[config.mk]
export PLATFORM = sky130hd
export DESIGN_NAME = meter_read_frame_builder
export DESIGN_NICKNAME = d
export VERILOG_FILES = /design/src/design/mrfb_pkg.sv /design/src/design/mrfb_front.sv /design/src/design/mrfb_back.sv /design/src/design/meter_read_frame_builder.sv
export VERILOG_INCLUDE_DIRS = /design/src /design/src/design
export SDC_FILE = /design/constraint.sdc
export NUM_CORES = 1
export LEC_CHECK = 0
export ABC_AREA = 1
export BUFFER_PORTS_ARGS = -buffer_cell sky130_fd_sc_hd__buf_2
export CAP_MARGIN = 20
export CORE_UTILIZATION = 40
export CTS_BUF_LIST = sky130_fd_sc_hd__clkbuf_16
export DETAILED_ROUTE_END_ITERATION = 10
export GPL_ROUTABILITY_DRIVEN = 0
export GPL_TIMING_DRIVEN = 1
export PLACE_DENSITY_LB_ADDON = 0.12
export RECOVER_POWER = 50
export SYNTH_ARGS = -nofsm -noshare
export SYNTH_HDL_FRONTEND = slang
export SYNTH_SLANG_ARGS = --single-unit
[constraint.sdc]
create_clock -name clk -period 4.2 [get_ports clk]
set_input_delay 0.21 -clock clk [delete_from_list [all_inputs] [get_ports clk]]
set_output_delay 0.21 -clock clk [all_outputs]
set_load 0.01 [all_outputs]
[src/design/assert_macros.svh]
// assertion helpers used by the rtl
`ifndef ASSERT_MACROS_SVH
`define ASSERT_MACROS_SVH

// same-cycle implication, checked out of reset
`define CHK_SAME(label, clk, rst_n, ante, cons) \
    label: assert property (@(posedge clk) disable iff (!rst_n) (ante) |-> (cons)) \
        else $error("same-cycle check failed");

// next-cycle implication, checked out of reset
`define CHK_NEXT(label, clk, rst_n, ante, cons) \
    label: assert property (@(posedge clk) disable iff (!rst_n) (ante) |=> (cons)) \
        else $error("next-cycle check failed");

`endif

[src/design/mrfb_pkg.sv]
`timescale 1ns / 1ps

package mrfb_pkg;

    localparam int BYTE_W     = 8;
    localparam int ADDR_W     = 48;
    localparam int ID_W       = 32;
    localparam int DATA_MAX   = 7;
    localparam int IDX_W      = 5;
    localparam int CFG_IDX_W  = 2;

    // register indexes
    localparam logic [CFG_IDX_W-1:0] REG_METER_ADDRESS = 2'd0;
    localparam logic [CFG_IDX_W-1:0] REG_USE_BROADCAST = 2'd1;

    // frame bytes
    localparam logic [7:0] SOF_BYTE   = 8'h68;
    localparam logic [7:0] CTRL_READ  = 8'h11;
    localparam logic [7:0] DATA_OFS   = 8'h33;
    localparam logic [7:0] EOF_BYTE   = 8'h16;
    localparam logic [7:0] BCAST_BYTE = 8'hAA;
    localparam logic [7:0] EXT_TAG    = 8'h99;
    localparam logic [7:0] LEN_EXT    = 8'h07;
    localparam logic [7:0] LEN_NORM   = 8'h04;
    localparam logic [7:0] EXT_D0     = 8'h01;
    localparam logic [7:0] EXT_D1     = 8'h00;
    localparam logic [7:0] EXT_D2     = 8'h00;
    localparam logic [7:0] EXT_D3     = 8'h07;
    localparam logic [7:0] EXT_D5     = 8'h09;

    // byte positions in the frame
    localparam logic [IDX_W-1:0] IDX_SOF       = 5'd0;
    localparam logic [IDX_W-1:0] IDX_ADDR_LAST = 5'd6;
    localparam logic [IDX_W-1:0] IDX_SOF2      = 5'd7;
    localparam logic [IDX_W-1:0] IDX_CTRL      = 5'd8;
    localparam logic [IDX_W-1:0] IDX_LEN       = 5'd9;
    localparam logic [IDX_W-1:0] IDX_DATA      = 5'd10;
    localparam logic [IDX_W-1:0] IDX_CHK_NORM  = 5'd14;
    localparam logic [IDX_W-1:0] IDX_CHK_EXT   = 5'd17;

    // one classified request, data bytes already offset
    typedef struct packed {
        logic                           ext;
        logic [DATA_MAX-1:0][BYTE_W-1:0] data;
    } req_t;

    typedef struct packed {
        logic valid;
        req_t req;
    } head_t;

    typedef struct packed {
        logic start;
        logic mid_frame;
    } back_stat_t;

endpackage

[src/design/mrfb_front.sv]
`timescale 1ns / 1ps

module mrfb_front #(
    parameter int QUEUE_DEPTH = 2
) (
    input  logic                   clk,
    input  logic                   rst_n,
    input  logic                   push,
    input  logic [31:0]            data_id,
    output logic                   full,
    output mrfb_pkg::head_t        head,
    input  logic                   head_pop
);
    import mrfb_pkg::*;

    localparam int PTR_W = (QUEUE_DEPTH > 1) ? $clog2(QUEUE_DEPTH) : 1;
    localparam int CNT_W = $clog2(QUEUE_DEPTH + 1);

    req_t             req;
    req_t             mem [QUEUE_DEPTH];
    logic [PTR_W-1:0] wr_ptr_reg, wr_ptr_next;
    logic [PTR_W-1:0] rd_ptr_reg, rd_ptr_next;
    logic [CNT_W-1:0] count_reg, count_next;
    logic             accept;
    logic             take;

    // classify and pre-offset the data field
    always_comb
    begin
        req.ext = (data_id[31:24] == EXT_TAG);
        if (req.ext)
        begin
            req.data[0] = EXT_D0 + DATA_OFS;
            req.data[1] = EXT_D1 + DATA_OFS;
            req.data[2] = EXT_D2 + DATA_OFS;
            req.data[3] = EXT_D3 + DATA_OFS;
            req.data[4] = data_id[23:16] + DATA_OFS;
            req.data[5] = EXT_D5 + DATA_OFS;
            req.data[6] = data_id[7:0] + DATA_OFS;
        end
        else
        begin
            req.data[0] = data_id[7:0] + DATA_OFS;
            req.data[1] = data_id[15:8] + DATA_OFS;
            req.data[2] = data_id[23:16] + DATA_OFS;
            req.data[3] = data_id[31:24] + DATA_OFS;
            req.data[4] = '0;
            req.data[5] = '0;
            req.data[6] = '0;
        end
    end

    assign full   = (count_reg == CNT_W'(QUEUE_DEPTH));
    assign accept = push && !full;
    assign take   = head_pop && (count_reg != '0);

    always_comb
    begin
        wr_ptr_next = wr_ptr_reg;
        rd_ptr_next = rd_ptr_reg;
        count_next  = count_reg;
        if (accept)
        begin
            wr_ptr_next = (wr_ptr_reg == PTR_W'(QUEUE_DEPTH - 1)) ? '0 : wr_ptr_reg + 1'b1;
        end
        if (take)
        begin
            rd_ptr_next = (rd_ptr_reg == PTR_W'(QUEUE_DEPTH - 1)) ? '0 : rd_ptr_reg + 1'b1;
        end
        if (accept && !take)
        begin
            count_next = count_reg + 1'b1;
        end
        else if (take && !accept)
        begin
            count_next = count_reg - 1'b1;
        end
    end

    always_ff @(posedge clk or negedge rst_n)
    begin
        if (!rst_n)
        begin
            wr_ptr_reg <= '0;
            rd_ptr_reg <= '0;
            count_reg  <= '0;
        end
        else
        begin
            wr_ptr_reg <= wr_ptr_next;
            rd_ptr_reg <= rd_ptr_next;
            count_reg  <= count_next;
        end
    end

    always_ff @(posedge clk)
    begin
        if (accept)
        begin
            mem[wr_ptr_reg] <= req;
        end
    end

    assign head.valid = (count_reg != '0);
    assign head.req   = mem[rd_ptr_reg];

endmodule

[src/design/mrfb_back.sv]
`timescale 1ns / 1ps

module mrfb_back (
    input  logic                 clk,
    input  logic                 rst_n,
    input  mrfb_pkg::head_t      head,
    output logic                 head_pop,
    input  logic [47:0]          meter_address,
    input  logic                 use_broadcast_address,
    output logic                 empty,
    input  logic                 pop,
    output logic [7:0]           frame_byte,
    output logic                 last_byte,
    output mrfb_pkg::back_stat_t stat
);
    import mrfb_pkg::*;

    logic [IDX_W-1:0]          idx_reg, idx_next;
    logic [BYTE_W-1:0]         sum_reg, sum_next;
    logic                      out_valid_reg, out_valid_next;
    logic [BYTE_W-1:0]         out_byte_reg;
    logic                      out_last_reg;
    logic                      advance;
    logic [IDX_W-1:0]          chk_idx;
    logic [IDX_W-1:0]          last_idx;
    logic [IDX_W-1:0]          addr_off;
    logic [IDX_W-1:0]          data_off;
    logic [5:0][BYTE_W-1:0]    addr_bytes;
    logic [BYTE_W-1:0]         cur_byte;
    logic                      cur_last;

    assign advance    = head.valid && (!out_valid_reg || pop);
    assign chk_idx    = head.req.ext ? IDX_CHK_EXT : IDX_CHK_NORM;
    assign last_idx   = chk_idx + 1'b1;
    assign addr_off   = idx_reg - 1'b1;
    assign data_off   = idx_reg - IDX_DATA;
    assign addr_bytes = meter_address;
    assign cur_last   = (idx_reg == last_idx);

    always_comb
    begin
        if (idx_reg == IDX_SOF || idx_reg == IDX_SOF2)
        begin
            cur_byte = SOF_BYTE;
        end
        else if (idx_reg <= IDX_ADDR_LAST)
        begin
            cur_byte = use_broadcast_address ? BCAST_BYTE : addr_bytes[addr_off[2:0]];
        end
        else if (idx_reg == IDX_CTRL)
        begin
            cur_byte = CTRL_READ;
        end
        else if (idx_reg == IDX_LEN)
        begin
            cur_byte = head.req.ext ? LEN_EXT : LEN_NORM;
        end
        else if (idx_reg == chk_idx)
        begin
            cur_byte = sum_reg;
        end
        else if (cur_last)
        begin
            cur_byte = EOF_BYTE;
        end
        else
        begin
            cur_byte = head.req.data[data_off[2:0]];
        end
    end

    always_comb
    begin
        idx_next       = idx_reg;
        sum_next       = sum_reg;
        out_valid_next = out_valid_reg;
        if (pop && out_valid_reg)
        begin
            out_valid_next = 1'b0;
        end
        if (advance)
        begin
            out_valid_next = 1'b1;
            idx_next       = cur_last ? '0 : idx_reg + 1'b1;
            // running checksum restarts on the first byte
            sum_next       = (idx_reg == IDX_SOF) ? cur_byte : sum_reg + cur_byte;
        end
    end

    always_ff @(posedge clk or negedge rst_n)
    begin
        if (!rst_n)
        begin
            idx_reg       <= '0;
            out_valid_reg <= 1'b0;
        end
        else
        begin
            idx_reg       <= idx_next;
            out_valid_reg <= out_valid_next;
        end
    end

    always_ff @(posedge clk)
    begin
        sum_reg <= sum_next;
        if (advance)
        begin
            out_byte_reg <= cur_byte;
            out_last_reg <= cur_last;
        end
    end

    assign head_pop       = advance && cur_last;
    assign empty          = !out_valid_reg;
    assign frame_byte     = out_byte_reg;
    assign last_byte      = out_last_reg;
    assign stat.start     = advance && (idx_reg == IDX_SOF);
    assign stat.mid_frame = (idx_reg != IDX_SOF);

endmodule

[src/design/meter_read_frame_builder.sv]
`timescale 1ns / 1ps
// channel   | direction | handshake        | payload
// request   | in        | push / full      | data_id
// frame out | out       | empty / pop      | frame_byte, last_byte
// config    | in        | cfg_write        | cfg_index, cfg_data
//
// each item becomes a 16-byte frame (19 for the extended form), one byte per
// cycle while pop stays high, so the byte sequencer sets the item rate. a
// request queue of QUEUE_DEPTH items sits before the sequencer, so push keeps
// working while a frame is streaming or stalled, until the queue is full. a
// pushed request is stored in the queue, then its first byte is registered at
// the output. reset clears the queue, the sequencer and both config registers.

module meter_read_frame_builder #(
    parameter int QUEUE_DEPTH = 2
) (
    input  logic        clk,
    input  logic        rst_n,
    input  logic        push,
    output logic        full,
    input  logic [31:0] data_id,
    output logic        empty,
    input  logic        pop,
    output logic [7:0]  frame_byte,
    output logic        last_byte,
    input  logic        cfg_write,
    input  logic [1:0]  cfg_index,
    input  logic [47:0] cfg_data
);
    import mrfb_pkg::*;

    `include "assert_macros.svh"

    logic [ADDR_W-1:0] meter_address_reg;
    logic              use_broadcast_reg;
    head_t             head;
    logic              head_pop;
    back_stat_t        stat;

    always_ff @(posedge clk or negedge rst_n)
    begin
        if (!rst_n)
        begin
            meter_address_reg <= '0;
            use_broadcast_reg <= 1'b0;
        end
        else if (cfg_write)
        begin
            unique case (cfg_index)
                REG_METER_ADDRESS: meter_address_reg <= cfg_data;
                REG_USE_BROADCAST: use_broadcast_reg <= cfg_data[0];
                default: ;
            endcase
        end
    end

    mrfb_front #(
        .QUEUE_DEPTH(QUEUE_DEPTH)
    ) u_front (
        .clk      (clk),
        .rst_n    (rst_n),
        .push     (push),
        .data_id  (data_id),
        .full     (full),
        .head     (head),
        .head_pop (head_pop)
    );

    mrfb_back u_back (
        .clk                   (clk),
        .rst_n                 (rst_n),
        .head                  (head),
        .head_pop              (head_pop),
        .meter_address         (meter_address_reg),
        .use_broadcast_address (use_broadcast_reg),
        .empty                 (empty),
        .pop                   (pop),
        .frame_byte            (frame_byte),
        .last_byte             (last_byte),
        .stat                  (stat)
    );

    // closing byte is always the end marker
    `CHK_SAME(a_last_is_eof, clk, rst_n, !empty && last_byte, frame_byte == EOF_BYTE)
    // a frame opens with the start byte
    `CHK_NEXT(a_start_is_sof, clk, rst_n, stat.start, !empty && frame_byte == SOF_BYTE && !last_byte)
    // a frame in progress keeps its request at the queue head
    `CHK_SAME(a_head_held, clk, rst_n, stat.mid_frame, head.valid)

endmodule
==> flow_summary.html <==
<table>
<tr><th>Metric</th><th>Value</th></tr>
<tr><th colspan="2">Run status</th></tr>
<tr><td>Result of the run</td><td>complete, but fails checks</td></tr>
<tr><td>Violations in the final reports</td><td>capacitance limit, slew limit</td></tr>
<tr><th colspan="2">Clock tree</th></tr>
<tr><td>Clock-pin slew reported for the worst setup and hold paths after clock tree synthesis</td><td>70 ps</td></tr>
<tr><td>Max Buffers Root-to-Sink</td><td>2</td></tr>
<tr><td>CTS tree</td><td>done</td></tr>
<tr><td>Cts bufs inserted</td><td>17</td></tr>
<tr><td>Maximum level of the CTS H-tree</td><td>4</td></tr>
<tr><td>Hold-fix buffers, CTS</td><td>16</td></tr>
<tr><td>Clock sink count</td><td>174</td></tr>
<tr><td>Post-CTS setup-driven buffer insertion count</td><td>0</td></tr>
<tr><td>Worst skew pair latency</td><td>440 ps</td></tr>
<tr><td>Root Buffer Master</td><td>sky130_fd_sc_hd__clkbuf_16</td></tr>
<tr><td>Cells resized by post-CTS repair</td><td>0</td></tr>
<tr><th colspan="2">Worst setup path</th></tr>
<tr><td>Critical path startpoint</td><td>u_back.idx_reg[0]</td></tr>
<tr><td>Arrival time at the worst endpoint</td><td>3740 ps</td></tr>
<tr><td>Worst reg-to-reg setup slack</td><td>650 ps</td></tr>
<tr><td>Peak per-stage delay on the critical path</td><td>420 ps</td></tr>
<tr><td>Crit path launch type</td><td>register</td></tr>
<tr><td>Buf/Inv on CP</td><td>1</td></tr>
<tr><td>Reg-to-Reg End</td><td>u_back.sum_reg[7]</td></tr>
<tr><td>Worst path required time</td><td>about 4400 ps</td></tr>
<tr><td>Cell type with the highest occurrence count on the critical path</td><td>sky130_fd_sc_hd__nand2_1</td></tr>
<tr><td>Kind of cell adding the most delay to the critical path</td><td>simple AND/OR/NAND/NOR gates</td></tr>
<tr><td>Crit Path Class</td><td>register to register</td></tr>
<tr><td>List of cells traversed by the critical path</td><td>buf_4 &gt; nor2_1 &gt; o21ai_0 &gt; o21ai_0 &gt; nand2_1 &gt; nand3_1 &gt; nand2_1 &gt; nand3_1 &gt; nand2_1 &gt; a21oi_1 &gt; ha_1 &gt; a21oi_1 &gt; nand2_1 &gt; nand4_1 &gt; o211ai_1 &gt; xnor2_1 &gt; nand2_1 &gt; nand2_1 &gt; nor2_1</td></tr>
<tr><td>Depth of the worst register-to-register path</td><td>19</td></tr>
<tr><td>CP endpoint kind</td><td>register</td></tr>
<tr><td>Startpoint of the worst register-to-register path</td><td>u_back.idx_reg[0]</td></tr>
<tr><td>CP Max Fanout</td><td>41</td></tr>
<tr><td>CP max-delay cell</td><td>sky130_fd_sc_hd__nor2_1</td></tr>
<tr><th colspan="2">STA</th></tr>
<tr><td>Clock tree skew after final layout</td><td>11.6 ps</td></tr>
<tr><td>Pins over their slew limit</td><td>83</td></tr>
<tr><td>Accumulated negative setup slack</td><td>0 ps</td></tr>
<tr><td>Minimum clock period</td><td>3550 ps</td></tr>
<tr><td>Fin. Hold Viols</td><td>0</td></tr>
<tr><td>Ratio of final minimum period to clock period</td><td>84.6%</td></tr>
<tr><td>Maximum frequency from static timing analysis</td><td>around 280 MHz</td></tr>
<tr><td>Worst setup margin</td><td>648 ps</td></tr>
<tr><td>Unrepaired setup endpoints after global routing</td><td>false</td></tr>
<tr><td>Measured slew at the worst slew-check pin</td><td>2290 ps</td></tr>
<tr><td>Final setup violation count</td><td>0</td></tr>
<tr><td>Final worst hold slack</td><td>roughly 12 ps</td></tr>
<tr><td>Worst slew slack as a fraction of its limit</td><td>-52.4%</td></tr>
<tr><th colspan="2">Floorplan</th></tr>
<tr><td>Width of the die</td><td>between 100 and 150 µm</td></tr>
<tr><td>Number of I/O pins</td><td>98</td></tr>
<tr><td>Placeable core area</td><td>21100 µm²</td></tr>
<tr><td>Row count</td><td>53</td></tr>
<tr><td>Initial Util</td><td>about two fifths</td></tr>
<tr><td>Die boundary height</td><td>149 µm</td></tr>
<tr><td>Total die area</td><td>22100 µm²</td></tr>
<tr><th colspan="2">Placement</th></tr>
<tr><td>Detail Placement HPWL</td><td>14.5 mm</td></tr>
<tr><td>Post-detailed-placement cell area</td><td>9400 µm²</td></tr>
<tr><td>Place WS</td><td>693 ps</td></tr>
<tr><td>Input/output buffers</td><td>97</td></tr>
<tr><th colspan="2">Yosys</th></tr>
<tr><td>Sequential fraction of the synthesis area</td><td>a little under three fifths</td></tr>
<tr><td>Total standard cell area after synthesis</td><td>8620 µm²</td></tr>
<tr><td>Largest area contributor in the synthesized netlist</td><td>sky130_fd_sc_hd__edfxtp_1</td></tr>
<tr><td>Post-synthesis area per instance</td><td>10.1 µm²</td></tr>
<tr><td>Number of unique standard cell types used by synthesis</td><td>47</td></tr>
<tr><td>Number of warnings issued by yosys</td><td>0</td></tr>
<tr><td>Number of enable flip-flop cells after synthesis</td><td>115</td></tr>
<tr><td>Synth top area share</td><td>around two fifths</td></tr>
<tr><td>Primary flip-flop cell chosen by synthesis mapping</td><td>sky130_fd_sc_hd__edfxtp_1</td></tr>
<tr><td>Fraction of registers with async set or reset after synthesis</td><td>33.9%</td></tr>
<tr><td>Synthesized netlist net count</td><td>960</td></tr>
<tr><td>Count of state elements after synthesis</td><td>174</td></tr>
<tr><td>Area contributors post-synth</td><td>sky130_fd_sc_hd__edfxtp_1, sky130_fd_sc_hd__dfrtp_1, sky130_fd_sc_hd__nand2_1, sky130_fd_sc_hd__mux2_2, sky130_fd_sc_hd__nor2_1</td></tr>
<tr><td>Synthesized instance count</td><td>853</td></tr>
<tr><th colspan="2">Job</th></tr>
<tr><td>Number of max-cap violations</td><td>2</td></tr>
<tr><th colspan="2">Worst hold path</th></tr>
<tr><td>Hold worst-path end</td><td>meter_address_reg[34]</td></tr>
<tr><td>Class of the most critical hold timing path</td><td>primary input to register</td></tr>
<tr><td>Hold Crit Depth</td><td>2</td></tr>
<tr><td>Hold Crit Start</td><td>cfg_data[34]</td></tr>
<tr><th colspan="2">Power</th></tr>
<tr><td>Power density over the cells</td><td>771 nW/µm²</td></tr>
<tr><td>Static Leakage</td><td>0.00432 µW</td></tr>
<tr><td>Max IR drop VDD</td><td>approximately 310 µV</td></tr>
<tr><th colspan="2">Final layout</th></tr>
<tr><td>Share of final-layout standard cells stronger than drive strength 1</td><td>20.1%</td></tr>
<tr><td>Fraction of the core area covered by cells at the end of the flow</td><td>47.7%</td></tr>
<tr><td>Flip-flop count of the largest register after layout</td><td>98</td></tr>
<tr><td>Summed area of non-filler cells in the final layout</td><td>10000 µm²</td></tr>
<tr><td>Number of antenna diodes</td><td>0</td></tr>
<tr><td>Final-stage net count</td><td>1073</td></tr>
<tr><td>Post-synthesis to final-layout area growth</td><td>16.5%</td></tr>
<tr><th colspan="2">GRT</th></tr>
<tr><td>GRT Resource Usage Total</td><td>19.8%</td></tr>
<tr><td>First-pass GRT wire length</td><td>approximately 33 mm</td></tr>
<tr><td>Overflow after GRT</td><td>0</td></tr>
<tr><td>Maximum number of pins on one net before global-route repair</td><td>43</td></tr>
<tr><td>Via count of the first global-routing pass</td><td>6320</td></tr>
<tr><td>Number of antenna violations at the first check in global routing</td><td>0</td></tr>
<tr><th colspan="2">Drt</th></tr>
<tr><td>Remaining number of nets flagged by the antenna check after routing</td><td>0</td></tr>
<tr><td>Wire length after detailed routing</td><td>20.7 mm</td></tr>
<tr><td>Via density per instance</td><td>4.98</td></tr>
<tr><td>Residual DRC</td><td>0</td></tr>
<tr><td>Detailed router's first-iteration violation count</td><td>368</td></tr>
<tr><td>Number of optimization iterations in the first detailed-route pass</td><td>4</td></tr>
<tr><td>Routed length per instance</td><td>16.5 µm</td></tr>
<tr><td>Via count</td><td>between 6000 and 7000</td></tr>
</table>
through the flow:
step	instances	total power, µW
4_1_cts	1253	7860
6_report	1254	7750
2_1_floorplan	853	5330
3_5_place_dp	1205	6390
3_3_place_gp	1204	6370
5_1_grt	1254	8400
per-layer routing:
metal | GRT usage [%] | part of all wire, % | wire [µm] | up-vias
met4 | 5.87 | 1.6 | 332 | 0
met3 | 4.10 | 4.9 | 1020 | 29
met2 | 34.2 | 49 | 10200 | 165
met5 | 0 | 0 | 0 | -
li1 | - | - | - | 3126
met1 | 24.8 | 44 | 9150 | 2923
worst max-delay path by stage:
| stage | end | slack (ps) | cells past startpoint |
|---|---|---|---|
| after floorplan | u_back.sum_reg[6] | 640 | 23 |
| after global placement | u_back.sum_reg[7] | 700 | 19 |
| after detailed placement | u_back.sum_reg[7] | 690 | 19 |
| after CTS | u_back.sum_reg[7] | 680 | 19 |
| after global routing | u_back.sum_reg[7] | 310 | 19 |
| final | u_back.sum_reg[7] | 650 | 19 |
cells by family (layout without fill, tap and decap cells):
| kind of cell | Yosys count | count (layout) | synth area share, % |
|---|---|---|---|
| AO/OA/AOI/OAI | 136 | 136 | 8.63 |
| XOR/XNOR | 22 | 22 | 2.32 |
| adder cells (fa/ha/maj) | 20 | 20 | 2.99 |
| buffers and inverters | 109 | 235 | 5.59 |
| flip-flops | 174 | 174 | 57.2 |
| multiplexers | 51 | 51 | 6.60 |
| AND/OR/NAND/NOR | 341 | 341 | 16.7 |
worst reg2reg max path, delay by kind of cell (launching register included):
kind | cells | cell delay [ps]
AOI/OAI and AO/OA | 5 | 940
buffers and inverters | 1 | 290
DFF | 1 | 370
adders and majority gates | 1 | 330
xor gates and xnor gates | 1 | 200
and+or+nand+nor | 11 | 1160
cell usage in the layout (no fill, tap or decap), drive strengths merged, types with 6 or more instances in the layout:
cell / instances
a21oi: 33
a31oi: 6
buf: 95
clkbuf: 35
clkinv: 9
dfrtp: 59
dlygate4sd3: 16
edfxtp: 115
ha: 19
inv: 78
mux2: 47
nand2: 155
nand3: 64
nor2: 104
o211ai: 8
o21ai: 74
o22ai: 8
or2: 6
xnor2: 7
xor2: 15
synth_stat cells, drive strengths merged (7+ instances only):
| cell | count |
|---|---|
| o21ai | 74 |
| mux2 | 47 |
| o211ai | 8 |
| dfrtp | 59 |
| edfxtp | 115 |
| o22ai | 8 |
| nand2 | 155 |
| nor2 | 104 |
| ha | 19 |
| inv | 73 |
| xnor2 | 7 |
| buf | 25 |
| nand3 | 64 |
| clkbuf | 10 |
| xor2 | 15 |
| a21oi | 33 |
power by group:
part           switching, µW  internal (µW)
registers                197           2480
clock network            690            763
logic                   2360           1250
total                   3250           4500
cell type report:
type	count	area, µm²
repair buffers	129	731
clock inverters	15	111
flip-flops and latches	174	4930
multi-input cells	570	3230
well taps	275	344
fillers	2061	11000
clock buffers	17	425
inverters	74	282
No activity file was read; power rests on OpenSTA's default activity.
